File: src/sv/pli_pkg.sv
// ---------------------------------------------------------------------------
// pli_pkg
// shared constants, codes and types of the piecewise linear table interpolator
// ---------------------------------------------------------------------------
package pli_pkg;

  localparam int unsigned TABLE_DEPTH = 64;
  localparam int unsigned COMPONENTS  = 9;
  localparam int unsigned FRAC_BITS   = 16;

  // component ports on each beat
  localparam int unsigned MAX_COMP = 9;

  localparam int unsigned VAL_W  = 32;
  localparam int unsigned IDX_W  = $clog2(TABLE_DEPTH);
  localparam int unsigned CNT_W  = $clog2(TABLE_DEPTH + 1);
  localparam int unsigned DIFF_W = VAL_W + 1;
  localparam int unsigned PROD_W = FRAC_BITS + 1 + DIFF_W;
  localparam int unsigned DCNT_W = $clog2(FRAC_BITS + 1);

  typedef enum logic [1:0] {
    LS_STORED = 2'd0,
    LS_SKIP   = 2'd1,
    LS_FULL   = 2'd2
  } load_status_e;

  typedef enum logic [1:0] {
    QR_INSIDE = 2'd0,
    QR_LOW    = 2'd1,
    QR_HIGH   = 2'd2,
    QR_EMPTY  = 2'd3
  } query_range_e;

  typedef enum logic {
    OP_LOAD  = 1'b0,
    OP_QUERY = 1'b1
  } op_e;

  // control from the sequencer to every lane
  typedef struct packed {
    logic             we;
    logic [IDX_W-1:0] waddr;
    logic [IDX_W-1:0] raddr;
    logic             cap0;
    logic             cap1;
    logic             mul;
    logic             fin;
  } lane_ctrl_t;

endpackage

File: src/sv/pli_div.sv
// ---------------------------------------------------------------------------
// pli_div
// restoring divider, one quotient bit per cycle, fraction of a segment
// ---------------------------------------------------------------------------
module pli_div (
  input  logic                           clk_i,
  input  logic                           rst_ni,
  input  logic                           start_i,
  input  logic [pli_pkg::DIFF_W-1:0]     num_i,
  input  logic [pli_pkg::DIFF_W-1:0]     den_i,
  output logic                           done_o,
  output logic [pli_pkg::FRAC_BITS-1:0]  quo_o
);

  logic [pli_pkg::DIFF_W-1:0]    rem_q, rem_d;
  logic [pli_pkg::DIFF_W-1:0]    den_q;
  logic [pli_pkg::FRAC_BITS-1:0] quo_q;
  logic [pli_pkg::DCNT_W-1:0]    cnt_q;
  logic                          busy_q, done_q;
  logic [pli_pkg::DIFF_W:0]      rem2, sub;
  logic                          ge;

  assign rem2  = {rem_q, 1'b0};
  assign ge    = rem2 >= {1'b0, den_q};
  assign sub   = rem2 - {1'b0, den_q};
  assign rem_d = ge ? sub[pli_pkg::DIFF_W-1:0] : rem2[pli_pkg::DIFF_W-1:0];

  always_ff @(posedge clk_i or negedge rst_ni) begin
    if (!rst_ni) begin
      busy_q <= 1'b0;
      done_q <= 1'b0;
      cnt_q  <= '0;
    end else begin
      done_q <= 1'b0;
      if (start_i) begin
        busy_q <= 1'b1;
        cnt_q  <= pli_pkg::DCNT_W'(pli_pkg::FRAC_BITS);
      end else if (busy_q) begin
        cnt_q <= cnt_q - 1'b1;
        if (cnt_q == pli_pkg::DCNT_W'(1)) begin
          busy_q <= 1'b0;
          done_q <= 1'b1;
        end
      end
    end
  end

  always_ff @(posedge clk_i) begin
    if (start_i) begin
      rem_q <= num_i;
      den_q <= den_i;
    end else if (busy_q) begin
      rem_q <= rem_d;
      quo_q <= {quo_q[pli_pkg::FRAC_BITS-2:0], ge};
    end
  end

  assign done_o = done_q;
  assign quo_o  = quo_q;

endmodule

File: config.mk
export PLATFORM = sky130hd
export DESIGN_NAME = pli_div
export DESIGN_NICKNAME = d
export VERILOG_FILES = /design/src/sv/pli_pkg.sv /design/src/sv/pli_div.sv
export SDC_FILE = /design/constraint.sdc
export NUM_CORES = 1
export LEC_CHECK = 0
export BUFFER_PORTS_ARGS = -buffer_cell sky130_fd_sc_hd__buf_2
export CAP_MARGIN = 0
export CORE_MARGIN = 1
export CORE_UTILIZATION = 60
export CTS_CLUSTER_SIZE = 16
export DETAILED_ROUTE_END_ITERATION = 6
export PLACE_DENSITY = 0.83
export SYNTH_ARGS = -nofsm -noshare
export SYNTH_HDL_FRONTEND = slang
export SYNTH_SLANG_ARGS = --single-unit
File: constraint.sdc
create_clock -name clk_i -period 7.15 [get_ports clk_i]
set_input_delay 1.0725 -clock clk_i [delete_from_list [all_inputs] [get_ports clk_i]]
set_output_delay 1.0725 -clock clk_i [all_outputs]
set_load 0.02 [all_outputs]
==> flow_metrics.tcl <==
set metrics [dict create \
    core_mm2 0.009196 \
    grt_overflow 0 \
    fmax_mhz 263.4 \
    dieArea_mm2 0.009855 \
    cp_data_required_time_ns 7.26 \
    worstMarginPinSlew_ns 0.8859 \
    layout_setup_ws_ns 3.353 \
    drc 0 \
    pre_cts_slack_ns 3.366 \
    clk_path_buf_depth 2 \
    start_util 0.6173 \
    drt_iter0_drc 285 \
    swShare 0.4246 \
    post_drt_wl_per_cell_um 16.37 \
    grt_max_degree 42 \
    placed_cell_area_mm2 0.006098 \
    grt_pass1_wl_um 20540 \
    power_frac_comb 0.554 \
    skew_ns 0.008898 \
    grt_setup_unrepaired "false" \
    hpwl_um 8648 \
    seqPwrFrac 0.321 \
    pin_count 86 \
    cts_sinks 89 \
    final_antenna_net_count 0 \
    diodes 0 \
    detail_route.first_pass.iterations 6 \
    grt_pass1_vias 4557 \
    critPathKind "flop to flop" \
    period_minus_slack_ns 3.797 \
    cts_tree "done" \
    ys_async_sr_fraction 0.07865 \
    leakage_nw 2.712 \
    die_height_um 99.27 \
    syn-cell-area_mm2 0.005677 \
    powerDensity_mw_per_mm2 409.2 \
    synth-seq-area-share 0.4646 \
    worstReg2RegStart "rem_q[22]" \
    viasPerCell 6.005 \
    peakVddDrop_v 0.0001945 \
    drv_cap 0 \
    p_switching_mw 1.092 \
    synth_edf_count 82 \
    layout-drive-gt1-share 0.1918 \
    root_buffer "clkbuf_8" \
    stdcell_area_mm2 0.006286 \
    antenna_found_initial 0 \
    yosysWarnings 0 \
    outcome "finished clean" \
    ys_seq_elements 89 \
    grt_usage 0.2646 \
    numCtsBuffers 9 \
    die_x_um 99.27 \
    row_count 35 \
    cts_resized 0 \
    synthToLayoutAreaGrowth_pct 10.73 \
    ys.flop_type "edfxtp_1" \
    vias 4486 \
    synth_fp_nets 663 \
    worstHoldStart "quo_o[9]" \
    critPathArrivalTime_ns 3.90 \
    syn_inst 558 \
    cp-start-kind "flop" \
    setup_tns_ns 0 \
    drv_slew 0 \
    startpoint "rem_q[22]" \
    cp-end-kind "flop" \
    io_buffers 85 \
    ctsHoldBuffers 0 \
    hold_viol 0 \
    worstSkewPairLatency_ns 0.36 \
    wirelength_um 12230 \
    p_clk_frac 0.125 \
    yosysUniqueCellTypes 58 \
    nets 736 \
    timing.final.crit_share 0.5310 \
    slew_headroom 0.4094 \
    cp_max_fo 34 \
    min_path_type "flop to flop" \
    place_congestion 0.9092 \
    internal_power_mw 1.480 \
    post-cts-setup-buffer-count 0 \
    clkTransAtPathRegs_ns 0.09 \
    syn_avg_cell_area_um2 10.17 \
    cts_htree_levels 3 \
    setup_viol_count_final 0 \
]
==> placed cells by master, fill, tap and decap left out, types with 4 or more instances in the layout <==
cell type  instances
buf_2             85
edfxtp_1          82
nand2_1           49
inv_1             46
a21oi_1           39
o21ai_0           38
nor2_1            36
ha_1              35
a21o_1            20
o21a_1            16
xnor2_1           13
xor2_1            12
a211oi_1          11
nand3_1           11
mux2_2            11
clkbuf_8          10
nor3_1             9
o211ai_1           9
nand4_1            7
nand2b_1           7
and3_1             7
dfrtp_1            7
nor3b_1            6
mux2i_1            6
or3_1              5
a211o_1            4
nor2b_1            4
a31oi_1            4
==> cell usage after synthesis, types with 12 or more instances <==
library cell,n,area share
edfxtp_1,82,0.43
nand2_1,49,0.032
inv_1,46,0.030
a21oi_1,39,0.034
o21ai_0,38,0.034
nor2_1,36,0.024
ha_1,35,0.077
a21o_1,20,0.026
o21a_1,16,0.021
xnor2_1,13,0.020
xor2_1,12,0.019
==> cell families (layout without fill, tap and decap cells) <==
| family | Yosys count | in the layout | synth area share |
|---|---|---|---|
| fa+ha+maj | 36 | 36 | 0.08067 |
| buf+inv | 74 | 152 | 0.06105 |
| xor+xnor | 25 | 25 | 0.03857 |
| flops | 89 | 89 | 0.4646 |
| mux | 17 | 17 | 0.03240 |
| simple gates | 149 | 149 | 0.1281 |
| compound gates | 168 | 168 | 0.1946 |
==> metrics by stage <==
step	power, mW	hold WS (ns)	instances	util
3_5_place_dp	2.227	0.4295	730	0.6631
2_1_floorplan	1.966	0.4809	558	-
6_report	2.572	0.4412	747	0.6835
5_1_grt	2.776	0.4432	747	0.6835
3_3_place_gp	2.166	0.4279	730	0.6631
4_1_cts	2.560	0.4426	746	0.6827
==> layer usage <==
layer / GRT usage / routed length, um
met3: 0.05060 / 633
met2: 0.4717 / 6235
met5: 0 / 0
met1: 0.3188 / 5120
met4: 0.09729 / 235
==> power groups by stage <==
stage | sequential (mW) | combinational [mW] | clock [mW]
finish | 0.826 | 1.43 | 0.322
global route | 0.839 | 1.59 | 0.349
CTS | 0.824 | 1.41 | 0.329
detailed placement | 0.834 | 1.39 | 0
global placement | 0.825 | 1.34 | 0
floorplan | 0.827 | 1.14 | 0
==> worst max-delay path, cell delays in order, from the launching register on <==
cell and delay [ns]:
edfxtp_1 0.42, ha_1 0.40, a211o_1 0.33, a21oi_2 0.13, o211ai_1 0.13, a311o_1 0.36, a31oi_4 0.71, buf_4 0.47
nor4b_1 0.12, a2111oi_2 0.34, a2bb2oi_1 0.10
==> sequential cells by signal, summed over array words and instances, names as in the netlist <==
name    cells
busy_q      1
rem_q      33
quo_o      16
done_o      1
den_q      33
cnt_q       5
==> cell type report <==
class | instances | area, um^2
Sequential cell | 89 | 2638
Inverter | 48 | 180.2
Tap cell | 111 | 138.9
Fill cell | 756 | 2910
Clock inverter | 5 | 38.79
Timing Repair Buffer | 88 | 447.9
Clock buffer | 11 | 141.4
Multi-Input combinational cell | 395 | 2701
==> worst paths after layout <==
path                       slack [ns]         to  depth (start not counted)
max                              3.35  rem_q[31]                         10
min                              0.44  quo_o[10]                          0
max reg2reg                      3.35  rem_q[31]                         10
min reg2reg                      0.44  quo_o[10]                          0
max in group asynchronous        6.48   cnt_q[3]                          1
min in group asynchronous        0.52   cnt_q[0]                          1
Power figures use the tool's default switching activity.
