$ cat src/sv/pli_pkg.sv
// ---------------------------------------------------------------------------
// pli_pkg
// shared constants, codes and types of the piecewise linear table interpolator
// ---------------------------------------------------------------------------
package pli_pkg;

  localparam int unsigned TABLE_DEPTH = 64;
  localparam int unsigned COMPONENTS  = 9;
  localparam int unsigned FRAC_BITS   = 16;

  // component ports on each beat
  localparam int unsigned MAX_COMP = 9;

  localparam int unsigned VAL_W  = 32;
  localparam int unsigned IDX_W  = $clog2(TABLE_DEPTH);
  localparam int unsigned CNT_W  = $clog2(TABLE_DEPTH + 1);
  localparam int unsigned DIFF_W = VAL_W + 1;
  localparam int unsigned PROD_W = FRAC_BITS + 1 + DIFF_W;
  localparam int unsigned DCNT_W = $clog2(FRAC_BITS + 1);

  typedef enum logic [1:0] {
    LS_STORED = 2'd0,
    LS_SKIP   = 2'd1,
    LS_FULL   = 2'd2
  } load_status_e;

  typedef enum logic [1:0] {
    QR_INSIDE = 2'd0,
    QR_LOW    = 2'd1,
    QR_HIGH   = 2'd2,
    QR_EMPTY  = 2'd3
  } query_range_e;

  typedef enum logic {
    OP_LOAD  = 1'b0,
    OP_QUERY = 1'b1
  } op_e;

  // control from the sequencer to every lane
  typedef struct packed {
    logic             we;
    logic [IDX_W-1:0] waddr;
    logic [IDX_W-1:0] raddr;
    logic             cap0;
    logic             cap1;
    logic             mul;
    logic             fin;
  } lane_ctrl_t;

endpackage

$ cat src/sv/pli_ram.sv
// ---------------------------------------------------------------------------
// pli_ram
// generic simple dual port ram, one write port, one registered read port
// ---------------------------------------------------------------------------
module pli_ram #(
  parameter int unsigned WIDTH = 32,
  parameter int unsigned DEPTH = 64
) (
  input  logic                     clk_i,
  input  logic                     we_i,
  input  logic [$clog2(DEPTH)-1:0] waddr_i,
  input  logic [WIDTH-1:0]         wdata_i,
  input  logic [$clog2(DEPTH)-1:0] raddr_i,
  output logic [WIDTH-1:0]         rdata_o
);

  logic [WIDTH-1:0] mem_q [DEPTH];
  logic [WIDTH-1:0] rdata_q;

  always_ff @(posedge clk_i) begin
    if (we_i) begin
      mem_q[waddr_i] <= wdata_i;
    end
    rdata_q <= mem_q[raddr_i];
  end

  assign rdata_o = rdata_q;

endmodule

$ cat src/sv/pli_lane.sv
// ---------------------------------------------------------------------------
// pli_lane
// one component lane: component memory, difference, product and sum
// ---------------------------------------------------------------------------
module pli_lane (
  input  logic                          clk_i,
  input  pli_pkg::lane_ctrl_t           ctrl_i,
  input  logic [pli_pkg::VAL_W-1:0]     wdata_i,
  input  logic [pli_pkg::FRAC_BITS-1:0] frac_i,
  output logic [pli_pkg::VAL_W-1:0]     res_o
);

  logic [pli_pkg::VAL_W-1:0]         rdata;
  logic signed [pli_pkg::VAL_W-1:0]  v0_q, v1_q;
  logic signed [pli_pkg::DIFF_W-1:0] diff;
  logic signed [pli_pkg::PROD_W-1:0] prod_q, sum;
  logic [pli_pkg::VAL_W-1:0]         res_q;

  pli_ram #(
    .WIDTH (pli_pkg::VAL_W),
    .DEPTH (pli_pkg::TABLE_DEPTH)
  ) u_ram (
    .clk_i   (clk_i),
    .we_i    (ctrl_i.we),
    .waddr_i (ctrl_i.waddr),
    .wdata_i (wdata_i),
    .raddr_i (ctrl_i.raddr),
    .rdata_o (rdata)
  );

  assign diff = pli_pkg::DIFF_W'(v1_q) - pli_pkg::DIFF_W'(v0_q);
  // arithmetic shift floors toward minus infinity
  assign sum  = pli_pkg::PROD_W'(v0_q) + (prod_q >>> pli_pkg::FRAC_BITS);

  always_ff @(posedge clk_i) begin
    if (ctrl_i.cap0) v0_q <= rdata;
    if (ctrl_i.cap1) v1_q <= rdata;
    if (ctrl_i.mul) begin
      prod_q <= $signed({1'b0, frac_i}) * diff;
    end
    if (ctrl_i.fin) res_q <= sum[pli_pkg::VAL_W-1:0];
  end

  assign res_o = res_q;

endmodule

$ cat config.mk
export PLATFORM = sky130hd
export DESIGN_NAME = pli_lane
export DESIGN_NICKNAME = d
export VERILOG_FILES = /design/src/sv/pli_pkg.sv /design/src/sv/pli_ram.sv /design/src/sv/pli_lane.sv
export SDC_FILE = /design/constraint.sdc
export NUM_CORES = 2
export LEC_CHECK = 0
export CAP_MARGIN = 10
export CORE_MARGIN = 10
export CORE_UTILIZATION = 52
export DETAILED_ROUTE_END_ITERATION = 12
export DONT_BUFFER_PORTS = 1
export PLACE_DENSITY = 0.63
export SYNTH_ARGS = -nofsm -noshare
export SYNTH_HDL_FRONTEND = slang
export SYNTH_SLANG_ARGS = --single-unit
$ cat constraint.sdc
create_clock -name clk_i -period 9 [get_ports clk_i]
set_input_delay 0.9 -clock clk_i [delete_from_list [all_inputs] [get_ports clk_i]]
set_output_delay 0.9 -clock clk_i [all_outputs]
set_load 0.1 [all_outputs]
==> run_results.csv <==
group,metric,value,unit
clock_tree,h-tree-depth,4,
setup_path,r2r_end,"prod_q[47]",
final_layout,multi_input_comb_area,35200,µm²
global_routing,use_met1,32.2,%
setup_path,reg2regPathDepth,34,
synthesis,yosysMostFrequentCell,"edfxtp_1",
global_routing,grt_pass1_vias,54400,
flow_run,drv_cap,0,
detailed_routing,via_per_inst,5.97,
final_layout,final_cells,8639,
timing,fin_crit_sh,96.6,%
die,die_w,467,µm
synthesis,synth_top_family_by_area,"multiplexers",
detailed_routing,drc,0,
timing,fmax,115,MHz
setup_path,path_common_cell,"fa_1",
placed_design,place_congestion,0.829,
detailed_routing,first_iter_violations,5087,
synthesis,yosys-top-cells-count,"edfxtp_1, mux4_2, inv_1",
status,violations,"max-slew violations",
setup_path,critPathLaunchType,"flop",
die,dieArea,218000,µm²
detailed_routing,finalWirelength,246,mm
clock_tree,postCtsHoldBufs,0,
synthesis,synth_fp_nets,6434,
worst_hold_path,hold_path.class,"input pin to flop",
setup_path,crit_slowest_cell,"fa_1",
final_layout,synthToLayoutAreaGrowth,10.5,%
timing,maxSlewHeadroom,-6.51,%
setup_path,regToRegSetupSlack,0.31,ns
synthesis,synth_top_flop_cell,"edfxtp_1",
synthesis,synthesis.area,104000,µm²
detailed_routing,ant_nets,0,
synthesis,syn_area_per_cell,18.2,µm²
synthesis,synth.distinct_cells,84,
synthesis,syn-instance-count,5702,
global_routing,grt.met3_usage,3.52,%
clock_tree,clock_latency,0.88,ns
clock_tree,cts-root-buf,"clkbuf_16",
setup_path,r2r_start,"v0_q[1]",
placed_design,postPlaceCellArea,108000,µm²
global_routing,grt_overflow,0,
setup_path,crit_family,"adder cells",
worst_hold_path,min_to,"u_ram.mem_q[46][1]",
die,rows,164,
clock_tree,max-clock-path-buffers,3,
synthesis,synth_seq_cells,2208,
die,ios,98,
die,coreArea,199000,µm²
timing,final_hold_viol_count,0,
clock_tree,cts_sinks,2208,
global_routing,busiest_layer,"met2",
detailed_routing,via_count,51600,
timing,tns,0,ns
final_layout,final_area,115000,µm²
setup_path,worst-path-max-fanout,15,
clock_tree,path_clk_slew,0.07,ns
global_routing,antenna_found_initial,15,
status,status,"finished with violations",
global_routing,grt_max_degree,513,
synthesis,ys_async_sr_fraction,0,%
detailed_routing,dr.pass1.iters,8,
synthesis,synth_compound_area_share,1.97,%
die,die_h,467,µm
synthesis,synth_edf_count,2176,
timing,fin_crit,8.69,ns
synthesis,synth_area_leaders,"edfxtp_1, mux4_2, fa_1",
global_routing,use_met2,37.7,%
placed_design,portBuffers,0,
synthesis,yosys_warnings,0,
final_layout,drive_gt1_share,20.6,%
detailed_routing,wl_per_cell,28.4,µm
clock_tree,tritoncts,"done",
global_routing,grt.total_usage,22.7,%
synthesis,yosysTopAreaCell,"edfxtp_1",
setup_path,crit_type,"flop to flop",
final_layout,fin_nets,6531,
clock_tree,numCtsBuffers,218,
setup_path,worst-path-buf-inv,8,
final_layout,regArea,66000,µm²
setup_path,critPathCaptureType,"flop",
setup_path,crit_arrival,9.24,ns
synthesis,seq_area_frac_synth,63.5,%
placed_design,hpwl,143,mm
timing,worst_slack,0.305,ns
placed_design,place_ws,-0.106,ns
worst_hold_path,min_from,"wdata_i[1]",
worst_hold_path,hold_depth,0,
timing,finClkSkew,0.0851,ns
final_layout,fillerInstances,14900,
global_routing,grt_pass1_wl,366,mm
synthesis,synth_fa_ha_area_share,11.6,%
synthesis,synth_simple_gate_area_share,4.14,%
setup_path,crit_path_max_incr_delay,0.51,ns
timing,tightest_slew,1.60,ns
setup_path,required,9.55,ns
placed_design,dp.cells,8224,
timing,maxSlewViolCount,118,
synthesis,synth-xor-area-share,0.853,%
synthesis,muxShareOfSynthArea,14.7,%
synthesis,synth_top_area_share,62.8,%
die,start_util,52.2,%
timing,setup_viol,0,
## sequential cells by signal, indices dropped and copies added (netlist names)
register,cells
prod_q,32
res_o,32
u_ram.mem_q,2048
u_ram.rdata_o,32
v0_q,32
v1_q,32
## metrics by stage
stage               util [%]  hold WS (ns)
floorplan                  -         0.404
global placement        54.1         0.407
detailed placement      54.1         0.418
CTS                     57.5        0.0664
global route            57.7        0.0889
finish                  57.7         0.129
## routing by layer
metal / share of wire, % / routed length (µm)
met3: 6.6 / 16300
met5: 0 / 0
met2: 50 / 123000
met4: 2.0 / 4950
met1: 41 / 101000
## cell type report
type                       instances  area share [%]
timing repair buffer             147            1.11
inverter                         617            2.01
sequential                      2208            57.4
antenna                            6          0.0131
clock inverter                   120           0.946
tap                             2656            2.89
multi-input combinational       2607            30.6
clock buffer                     278            5.00
## cells in the final DEF (no fill, tap or decap), types with 10 or more instances in the layout
master	Yosys	routed
fa_1	491	491
a311o_1	10	10
bufinv_16	0	11
nor2b_1	59	58
nor3_1	14	12
nand2b_1	43	43
clkinv_2	0	30
clkbuf_16	0	219
clkinv_1	0	52
mux2i_1	10	10
nor2_1	107	45
edfxtp_1	2176	2176
o211ai_1	21	21
ha_1	175	173
xnor2_1	67	62
xor2_1	28	28
o21ai_0	41	37
mux4_2	670	670
nor4_1	18	18
and3_1	16	16
a21o_1	45	45
a21oi_1	75	71
and2_1	188	188
nand2_1	334	334
nand3b_1	11	11
nor2_4	0	62
inv_1	617	617
clkbuf_1	194	54
dfxtp_1	32	32
nand3_1	28	28
o21a_1	18	18
buf_4	2	131
## cell families after synthesis
| logic type | after synthesis |
|---|---|
| adders and majority gates | 666 |
| buffers and inverters | 888 |
| DFF | 2208 |
| and+or+nand+nor | 859 |
| xor gates and xnor gates | 98 |
| AOI/OAI and AO/OA | 293 |
| muxes | 690 |
## what timing repair did
item / CTS / global route
cloned: 0 / 1
pin swaps: 0 / 5
buffers inserted: 0 / 6
resized for setup: 2 / 28
setup endpoints to repair: 8 / 11
## worst max path at each step
stage | startpoint | cells after the start | slack [ns] | endpoint
after global routing | v0_q[1] | 36 | -0.01 | prod_q[47]
after CTS | v0_q[2] | 33 | 0.03 | prod_q[47]
after global placement | v0_q[1] | 32 | -0.13 | prod_q[47]
final | v0_q[1] | 34 | 0.31 | prod_q[47]
after detailed placement | v0_q[1] | 33 | -0.11 | prod_q[47]
after floorplan | v0_q[1] | 32 | 0.99 | prod_q[47]
Power is left out: the tool's default activity adds up to more than one toggle a clock period on the data nets, which glitch-free logic cannot reach.
